File: src/design/mahs_pkg.sv
// ----------------------------------------------------------------------------
// mahs_pkg: shared definitions for the moving average hysteresis switch
// Field widths, reset values of the threshold registers, register indexes
// and width helpers used by every stage of the pipeline.
// ----------------------------------------------------------------------------
package mahs_pkg;

    // Default window length and sample width
    localparam int WINDOW_DEF      = 5;
    localparam int SAMPLE_BITS_DEF = 12;

    // Fixed field widths
    localparam int AVG_BITS       = 12;
    localparam int THR_BITS       = 12;
    localparam int CFG_INDEX_BITS = 1;

    // Threshold reset values in millivolts
    localparam logic [THR_BITS-1:0] DARK_THRESHOLD_RST  = THR_BITS'(2200);
    localparam logic [THR_BITS-1:0] LIGHT_THRESHOLD_RST = THR_BITS'(2800);

    // Configuration register indexes
    typedef enum logic [CFG_INDEX_BITS-1:0] {
        CFG_DARK_THRESHOLD  = 1'b0,
        CFG_LIGHT_THRESHOLD = 1'b1
    } cfg_index_t;

    // Ring slot pointer width, at least one bit
    function automatic int calc_slot_bits(input int window);
        calc_slot_bits = (window > 1) ? $clog2(window) : 1;
    endfunction

    // Running total width: holds window times the largest sample
    function automatic int calc_total_bits(input int window, input int sample_bits);
        calc_total_bits = sample_bits + $clog2(window);
    endfunction

    // Average width: wide enough for a full-scale sample and the result field
    function automatic int calc_quot_bits(input int sample_bits);
        calc_quot_bits = (sample_bits > AVG_BITS) ? sample_bits : AVG_BITS;
    endfunction

endpackage

File: src/design/moving_average_hysteresis_switch_top.sv
// ----------------------------------------------------------------------------
// moving_average_hysteresis_switch_top: moving-average light switch
// Sensor samples pass a three-stage pipeline: ring and running total,
// reciprocal multiply for the average, threshold compare and lamp state.
// ----------------------------------------------------------------------------
// The block takes one sample request per clock cycle while the result side
// keeps up and returns one result per sample, presented once the sample has
// passed the window, divide and result registers. The rate is set by the
// running-total update in the first stage; the divide by the window length
// is a single constant multiply in the second stage, and the lamp hysteresis
// is the loop on the lamp register of the third. Stalls on the result side
// back up through the pipeline registers; idle stages still accept new
// samples. Threshold writes take effect at once and belong to idle periods.
module moving_average_hysteresis_switch_top #(
    parameter int WINDOW      = mahs_pkg::WINDOW_DEF,
    parameter int SAMPLE_BITS = mahs_pkg::SAMPLE_BITS_DEF
) (
    input  logic                                aclk,
    input  logic                                aresetn,
    input  logic                                cfg_we,
    input  logic [mahs_pkg::CFG_INDEX_BITS-1:0] cfg_index,
    input  logic [mahs_pkg::THR_BITS-1:0]       cfg_wdata,
    input  logic                                s_valid,
    output logic                                s_ready,
    input  logic [SAMPLE_BITS-1:0]              s_sample_mv,
    output logic                                m_valid,
    input  logic                                m_ready,
    output logic [mahs_pkg::AVG_BITS-1:0]       m_average_mv,
    output logic                                m_average_valid,
    output logic                                m_lamp_on
);
    import mahs_pkg::*;

    localparam int TOTAL_BITS = calc_total_bits(WINDOW, SAMPLE_BITS);
    localparam int QUOT_BITS  = calc_quot_bits(SAMPLE_BITS);

    logic                  win_valid, win_ready;
    logic [TOTAL_BITS-1:0] win_total;
    logic                  win_full;
    logic                  div_valid, div_ready;
    logic [QUOT_BITS-1:0]  div_quot;
    logic                  div_full;

    // Ring and running total
    mahs_window #(
        .WINDOW      (WINDOW),
        .SAMPLE_BITS (SAMPLE_BITS)
    ) u_window (
        .aclk        (aclk),
        .aresetn     (aresetn),
        .s_valid     (s_valid),
        .s_ready     (s_ready),
        .s_sample_mv (s_sample_mv),
        .out_valid   (win_valid),
        .out_ready   (win_ready),
        .out_total   (win_total),
        .out_full    (win_full)
    );

    // Average by constant reciprocal
    mahs_divide #(
        .WINDOW      (WINDOW),
        .SAMPLE_BITS (SAMPLE_BITS)
    ) u_divide (
        .aclk      (aclk),
        .aresetn   (aresetn),
        .in_valid  (win_valid),
        .in_ready  (win_ready),
        .in_total  (win_total),
        .in_full   (win_full),
        .out_valid (div_valid),
        .out_ready (div_ready),
        .out_quot  (div_quot),
        .out_full  (div_full)
    );

    // Thresholds, lamp and result register
    mahs_hysteresis #(
        .SAMPLE_BITS (SAMPLE_BITS)
    ) u_hysteresis (
        .aclk            (aclk),
        .aresetn         (aresetn),
        .cfg_we          (cfg_we),
        .cfg_index       (cfg_index),
        .cfg_wdata       (cfg_wdata),
        .in_valid        (div_valid),
        .in_ready        (div_ready),
        .in_quot         (div_quot),
        .in_full         (div_full),
        .m_valid         (m_valid),
        .m_ready         (m_ready),
        .m_average_mv    (m_average_mv),
        .m_average_valid (m_average_valid),
        .m_lamp_on       (m_lamp_on)
    );

endmodule

File: src/design/mahs_window.sv
// ----------------------------------------------------------------------------
// mahs_window: sample ring and running total
// Accepts one sample per request, replaces the oldest ring entry once the
// window is full, and keeps the running total and fill flag as the stage
// output toward the divider.
// ----------------------------------------------------------------------------
module mahs_window #(
    parameter int WINDOW      = mahs_pkg::WINDOW_DEF,
    parameter int SAMPLE_BITS = mahs_pkg::SAMPLE_BITS_DEF
) (
    input  logic                                                      aclk,
    input  logic                                                      aresetn,
    input  logic                                                      s_valid,
    output logic                                                      s_ready,
    input  logic [SAMPLE_BITS-1:0]                                    s_sample_mv,
    output logic                                                      out_valid,
    input  logic                                                      out_ready,
    output logic [mahs_pkg::calc_total_bits(WINDOW, SAMPLE_BITS)-1:0] out_total,
    output logic                                                      out_full
);
    import mahs_pkg::*;

    localparam int SLOT_BITS  = calc_slot_bits(WINDOW);
    localparam int TOTAL_BITS = calc_total_bits(WINDOW, SAMPLE_BITS);

    logic [SAMPLE_BITS-1:0] ring [WINDOW];
    logic [SLOT_BITS-1:0]   slot_reg, slot_next;
    logic                   full_reg, full_next;
    logic [TOTAL_BITS-1:0]  total_reg, total_next;
    logic                   valid_reg, valid_next;
    logic [SAMPLE_BITS-1:0] old_sample;
    logic                   accept;
    logic                   wrap;

    assign s_ready   = !valid_reg || out_ready;
    assign accept    = s_valid && s_ready;
    assign out_valid = valid_reg;
    assign out_total = total_reg;
    assign out_full  = full_reg;

    // Drop the oldest sample from the total once the window is full
    always_comb begin
        old_sample = full_reg ? ring[slot_reg] : '0;
        total_next = total_reg - TOTAL_BITS'(old_sample) + TOTAL_BITS'(s_sample_mv);
        wrap       = (slot_reg == SLOT_BITS'(WINDOW - 1));
        slot_next  = wrap ? '0 : slot_reg + SLOT_BITS'(1);
        full_next  = full_reg || wrap;
        valid_next = accept ? 1'b1 : (out_ready ? 1'b0 : valid_reg);
    end

    // Store the sample in its ring slot
    always_ff @(posedge aclk) begin
        if (accept) begin
            ring[slot_reg] <= s_sample_mv;
        end
    end

    // Advance pointer, total and fill flag on each request
    always_ff @(posedge aclk) begin
        if (!aresetn) begin
            slot_reg  <= '0;
            full_reg  <= 1'b0;
            total_reg <= '0;
            valid_reg <= 1'b0;
        end else begin
            valid_reg <= valid_next;
            if (accept) begin
                slot_reg  <= slot_next;
                full_reg  <= full_next;
                total_reg <= total_next;
            end
        end
    end

    // The fill flag never clears outside reset
    a_full_sticky: assert property (@(posedge aclk) disable iff (!aresetn)
        full_reg |=> full_reg)
        else $error("window fill flag cleared");

    // The slot pointer stays inside the ring
    a_slot_range: assert property (@(posedge aclk) disable iff (!aresetn)
        slot_reg <= SLOT_BITS'(WINDOW - 1))
        else $error("ring slot pointer out of range");

    // Before the first wrap, slot zero means no sample has been taken yet
    a_empty_total: assert property (@(posedge aclk) disable iff (!aresetn)
        (!full_reg && slot_reg == '0) |-> (total_reg == '0))
        else $error("running total nonzero on an empty window");

endmodule

File: src/design/mahs_divide.sv
// ----------------------------------------------------------------------------
// mahs_divide: running total divided by the window length
// Multiplies by a rounded-up reciprocal of the window length and keeps the
// upper bits, which gives the truncated quotient for every possible total.
// ----------------------------------------------------------------------------
module mahs_divide #(
    parameter int WINDOW      = mahs_pkg::WINDOW_DEF,
    parameter int SAMPLE_BITS = mahs_pkg::SAMPLE_BITS_DEF
) (
    input  logic                                                      aclk,
    input  logic                                                      aresetn,
    input  logic                                                      in_valid,
    output logic                                                      in_ready,
    input  logic [mahs_pkg::calc_total_bits(WINDOW, SAMPLE_BITS)-1:0] in_total,
    input  logic                                                      in_full,
    output logic                                                      out_valid,
    input  logic                                                      out_ready,
    output logic [mahs_pkg::calc_quot_bits(SAMPLE_BITS)-1:0]          out_quot,
    output logic                                                      out_full
);
    import mahs_pkg::*;

    localparam int TOTAL_BITS = calc_total_bits(WINDOW, SAMPLE_BITS);
    localparam int QUOT_BITS  = calc_quot_bits(SAMPLE_BITS);
    localparam int DIV_SHIFT  = TOTAL_BITS + $clog2(WINDOW);
    localparam int MULT_BITS  = DIV_SHIFT + 1;
    localparam int PROD_BITS  = TOTAL_BITS + MULT_BITS;
    localparam longint unsigned DIV_SCALE = longint'(1) << DIV_SHIFT;
    localparam longint unsigned DIV_MULT  = (DIV_SCALE + WINDOW - 1) / WINDOW;

    logic [PROD_BITS-1:0] product;
    logic [QUOT_BITS-1:0] quot_reg, quot_next;
    logic                 full_reg;
    logic                 valid_reg, valid_next;
    logic                 advance;

    assign in_ready  = !valid_reg || out_ready;
    assign advance   = in_valid && in_ready;
    assign out_valid = valid_reg;
    assign out_quot  = quot_reg;
    assign out_full  = full_reg;

    // Scale by the reciprocal and keep the integer part
    always_comb begin
        product    = PROD_BITS'(in_total) * PROD_BITS'(DIV_MULT);
        quot_next  = QUOT_BITS'(product >> DIV_SHIFT);
        valid_next = advance ? 1'b1 : (out_ready ? 1'b0 : valid_reg);
    end

    // Hold the quotient for the threshold stage
    always_ff @(posedge aclk) begin
        if (advance) begin
            quot_reg <= quot_next;
            full_reg <= in_full;
        end
    end

    always_ff @(posedge aclk) begin
        if (!aresetn) begin
            valid_reg <= 1'b0;
        end else begin
            valid_reg <= valid_next;
        end
    end

endmodule

File: src/design/mahs_hysteresis.sv
// ----------------------------------------------------------------------------
// mahs_hysteresis: threshold registers, lamp state and result register
// Compares the average against the dark and light thresholds, switches the
// lamp with hysteresis and holds the result until it is taken.
// ----------------------------------------------------------------------------
module mahs_hysteresis #(
    parameter int SAMPLE_BITS = mahs_pkg::SAMPLE_BITS_DEF
) (
    input  logic                                             aclk,
    input  logic                                             aresetn,
    input  logic                                             cfg_we,
    input  logic [mahs_pkg::CFG_INDEX_BITS-1:0]              cfg_index,
    input  logic [mahs_pkg::THR_BITS-1:0]                    cfg_wdata,
    input  logic                                             in_valid,
    output logic                                             in_ready,
    input  logic [mahs_pkg::calc_quot_bits(SAMPLE_BITS)-1:0] in_quot,
    input  logic                                             in_full,
    output logic                                             m_valid,
    input  logic                                             m_ready,
    output logic [mahs_pkg::AVG_BITS-1:0]                    m_average_mv,
    output logic                                             m_average_valid,
    output logic                                             m_lamp_on
);
    import mahs_pkg::*;

    localparam int QUOT_BITS = calc_quot_bits(SAMPLE_BITS);

    logic [THR_BITS-1:0] dark_reg;
    logic [THR_BITS-1:0] light_reg;
    logic                lamp_reg, lamp_next;
    logic [AVG_BITS-1:0] avg_reg, avg_next;
    logic                avg_valid_reg;
    logic                valid_reg, valid_next;
    logic                advance;

    assign in_ready        = !valid_reg || m_ready;
    assign advance         = in_valid && in_ready;
    assign m_valid         = valid_reg;
    assign m_average_mv    = avg_reg;
    assign m_average_valid = avg_valid_reg;
    assign m_lamp_on       = lamp_reg;

    // Once the window is full, switch on below dark, off above light, hold in between
    always_comb begin
        lamp_next = lamp_reg;
        avg_next  = '0;
        if (in_full) begin
            avg_next = in_quot[AVG_BITS-1:0];
            if (!lamp_reg && in_quot < QUOT_BITS'(dark_reg)) begin
                lamp_next = 1'b1;
            end else if (lamp_reg && in_quot > QUOT_BITS'(light_reg)) begin
                lamp_next = 1'b0;
            end
        end
        valid_next = advance ? 1'b1 : (m_ready ? 1'b0 : valid_reg);
    end

    // Threshold registers
    always_ff @(posedge aclk) begin
        if (!aresetn) begin
            dark_reg  <= DARK_THRESHOLD_RST;
            light_reg <= LIGHT_THRESHOLD_RST;
        end else if (cfg_we) begin
            case (cfg_index)
                CFG_DARK_THRESHOLD:  dark_reg  <= cfg_wdata;
                CFG_LIGHT_THRESHOLD: light_reg <= cfg_wdata;
                default: begin
                end
            endcase
        end
    end

    // Result payload
    always_ff @(posedge aclk) begin
        if (advance) begin
            avg_reg       <= avg_next;
            avg_valid_reg <= in_full;
        end
    end

    // Lamp state and result valid
    always_ff @(posedge aclk) begin
        if (!aresetn) begin
            lamp_reg  <= 1'b0;
            valid_reg <= 1'b0;
        end else begin
            valid_reg <= valid_next;
            if (advance) begin
                lamp_reg <= lamp_next;
            end
        end
    end

    // The lamp only moves when an average enters the result register
    a_lamp_hold: assert property (@(posedge aclk) disable iff (!aresetn)
        !advance |=> $stable(lamp_reg))
        else $error("lamp changed without a new average");

endmodule

File: config.mk
export PLATFORM = sky130hd
export DESIGN_NAME = moving_average_hysteresis_switch_top
export DESIGN_NICKNAME = d
export VERILOG_FILES = /design/src/design/mahs_pkg.sv /design/src/design/moving_average_hysteresis_switch_top.sv /design/src/design/mahs_window.sv /design/src/design/mahs_divide.sv /design/src/design/mahs_hysteresis.sv
export SDC_FILE = /design/constraint.sdc
export NUM_CORES = 1
export LEC_CHECK = 0
export BUFFER_PORTS_ARGS = -buffer_cell sky130_fd_sc_hd__buf_2
export CAP_MARGIN = 20
export CORE_MARGIN = 2
export CORE_UTILIZATION = 63
export DETAILED_ROUTE_END_ITERATION = 8
export PLACE_DENSITY = 0.86
export SLEW_MARGIN = 30
export SYNTH_ARGS = -nofsm -noshare
export SYNTH_HDL_FRONTEND = slang
export SYNTH_HIERARCHICAL = 1
export SYNTH_SLANG_ARGS = --single-unit
export TNS_END_PERCENT = 5
File: constraint.sdc
create_clock -name aclk -period 7.2 [get_ports aclk]
set_input_delay 0.36 -clock aclk [delete_from_list [all_inputs] [get_ports aclk]]
set_output_delay 0.36 -clock aclk [all_outputs]
set_load 0.02 [all_outputs]
==> results.py <==
metrics = {
    "run_status": {
        "status": "complete, no violations",
    },
    "clock_tree": {
        "clock-root-buffer": "clkbuf_16",
        "cts_tree": "built",
        "cts_hold_buffers": 0,
        "h-tree-depth": 4,
        "cts_resized": 0,
        "postCtsSetupBuffers": 0,
        "clkTransAtPathRegs_ns": 0.06,
        "clockBufferDepth": 2,
        "cts_buffers": 17,
        "cts_sinks": 136,
        "clock_latency_ns": 0.42,
    },
    "sta": {
        "setup_viol": 0,
        "final.setup.tns_ns": 0,
        "layout_min_cycle_time_ns": 5.42,
        "worst_pin_slew_ns": 0.836,
        "maxSlewHeadroom": 0.442,
        "fmax_mhz": 184,
        "finalCritPeriodShare": 0.753,
        "hold_viol": 0,
        "maxSlewViolCount": 0,
        "skew_ns": 0.00882,
        "rsz0062_at_grt": "no",
    },
    "min_path": {
        "hold_class": "input port to flip-flop",
    },
    "route": {
        "drc_errors": 0,
        "firstDrtPassIters": 5,
        "via_per_inst": 5.85,
        "drt-initial-drc-count": 497,
        "drtAntennaViolNets": 0,
        "wl_microns": 22100,
        "vias": 7240,
        "avgRoutedWirePerCell_microns": 17.8,
    },
    "placement": {
        "place_congestion": 0.926,
        "dp.cells": 1206,
        "dp_hpwl_microns": 16700,
        "io_buffers": 45,
    },
    "setup_path": {
        "arrival_ns": 5.59,
        "timing_worst_setup_path_type": "flip-flop to flip-flop",
        "critPathCaptureType": "flip-flop",
        "critPathLaunchType": "flip-flop",
        "crit_fanout": 11,
        "required_ns": 7.37,
    },
    "synth": {
        "synth_edf_count": 86,
        "ys_seq_area_frac": 0.346,
        "synthAdderAreaFrac": 0.308,
        "synth-compound-area-share": 0.111,
        "synth_cells": 960,
        "synthMuxAreaShare": 0.0407,
        "ys_warn_count": 6,
        "async_flop_share": 0,
        "synth_flop_cell": "edfxtp_1",
        "synth_xor_area_frac": 0.0262,
        "syn_nets": 1206,
        "synth_seq_cells": 136,
        "avgSynthCellArea_sq_um": 10.8,
        "synth_area_sq_mm": 0.0104,
        "synth_simple_gate_area_share": 0.0985,
        "yosysUniqueCellTypes": 65,
        "synth_top_family_by_area": "adder cells",
    },
    "global_routing": {
        "grt_pass1_wl_microns": 36300,
        "met2_usage": 0.464,
        "overflow": 0,
        "antenna_found_initial": 0,
        "grt_use_met3": 0.0573,
        "grt_start_max_net_pins": 41,
        "grtUsageTotal": 0.264,
        "met1_usage": 0.318,
        "top_usage_layer": "met2",
        "grt_pass1_vias": 7549,
    },
    "final_layout": {
        "fin_cells": 1238,
        "area_growth_syn_to_layout_pct": 10.3,
        "layout_commonest_cell": "inv_1",
        "drive_gt1_frac": 0.117,
        "multiInputGateArea_sq_mm": 0.00608,
        "top_register": "u_window/ring",
        "ff_latch_area_sq_mm": 0.00358,
        "fillers": 1104,
        "mostFrequentLayoutCells": "inv_1, ha_1, edfxtp_1",
        "nets": 1255,
        "n_antenna_cell": 0,
        "largest_reg_flops": 60,
    },
    "floorplanning": {
        "initial_core_util": 0.647,
        "die-height_microns": 132,
        "io_pins": 46,
        "coreArea_sq_mm": 0.0160,
        "die-area_sq_mm": 0.0175,
        "rows": 46,
        "dieWidth_microns": 132,
    },
    "job": {
        "cap_violations": 0,
    },
}
-- synth_stat cells (14+ instances only) --
library cell	n	area [sq um]
inv_1	165	619
a21boi_0	16	120
nor2b_1	17	106
edfxtp_1	86	2580
xor2_1	14	123
a21oi_1	46	230
and2_1	19	119
o211ai_1	17	128
nand2_1	78	293
nand3_1	16	80.1
nor2_1	20	75.1
a21o_1	24	180
fa_1	65	1300
xnor2_1	17	149
dfxtp_1	50	1000
mux2i_1	14	140
ha_1	151	1890
-- per-layer routing --
metal  share of wire  vias to the layer above
li1                -                     3430
met1            0.40                     3483
met2            0.51                      275
met3           0.060                       52
met4           0.030                        0
met5               0                        -
-- kinds of logic after synthesis --
logic type,after synthesis
AOI/OAI and AO/OA,161
xor gates and xnor gates,31
adders and majority gates,216
buffers and inverters,185
DFF,136
muxes,27
and+or+nand+nor,204
-- layout make-up --
type | instances | share of cell area
flip-flops and latches | 136 | 0.314
well taps | 216 | 0.0237
clock inverters | 15 | 0.0153
multi-input cells | 639 | 0.533
repair buffers | 50 | 0.0230
inverters | 165 | 0.0543
clock buffers | 17 | 0.0373
-- stage by stage --
step | hold slack, ns | area, sq um | utilization | setup WS, ns
2_1_floorplan | 0.439 | 10400 | - | 2.17
3_3_place_gp | 0.450 | 10800 | 0.676 | 1.98
3_5_place_dp | 0.456 | 10800 | 0.676 | 1.82
4_1_cts | 0.169 | 11400 | 0.713 | 1.81
5_1_grt | 0.185 | 11400 | 0.713 | 1.39
6_report | 0.175 | 11400 | 0.713 | 1.78
-- worst paths after layout --
path	startpoint	to	slack (ns)	cells past startpoint
setup / recovery	u_window/out_total[13]	u_divide/out_quot[7]	1.78	18
hold / removal	cfg_wdata[6]	u_hysteresis/light_reg[6]	0.17	3
hold reg to reg	u_hysteresis/dark_reg[0]	u_hysteresis/dark_reg[0]	0.46	2
setup reg to reg	u_window/out_total[13]	u_divide/out_quot[7]	1.78	18
-- critical path: stages, from the launching register on --
cell and delay (ns):
dfxtp_1 0.53, inv_1 0.09, ha_1 0.28, inv_1 0.04, ha_1 0.34, xnor2_1 0.26
inv_1 0.13, fa_1 0.47, ha_1 0.34, a21o_1 0.21, fa_1 0.50, fa_1 0.45
ha_1 0.38, a21oi_1 0.18, nor2_1 0.06, a211oi_1 0.37, and4_4 0.34, nor2_1 0.07
xor2_1 0.15
Power is not shown: default switching activity piles up to over one toggle a cycle in this logic, so the estimate is an artifact.
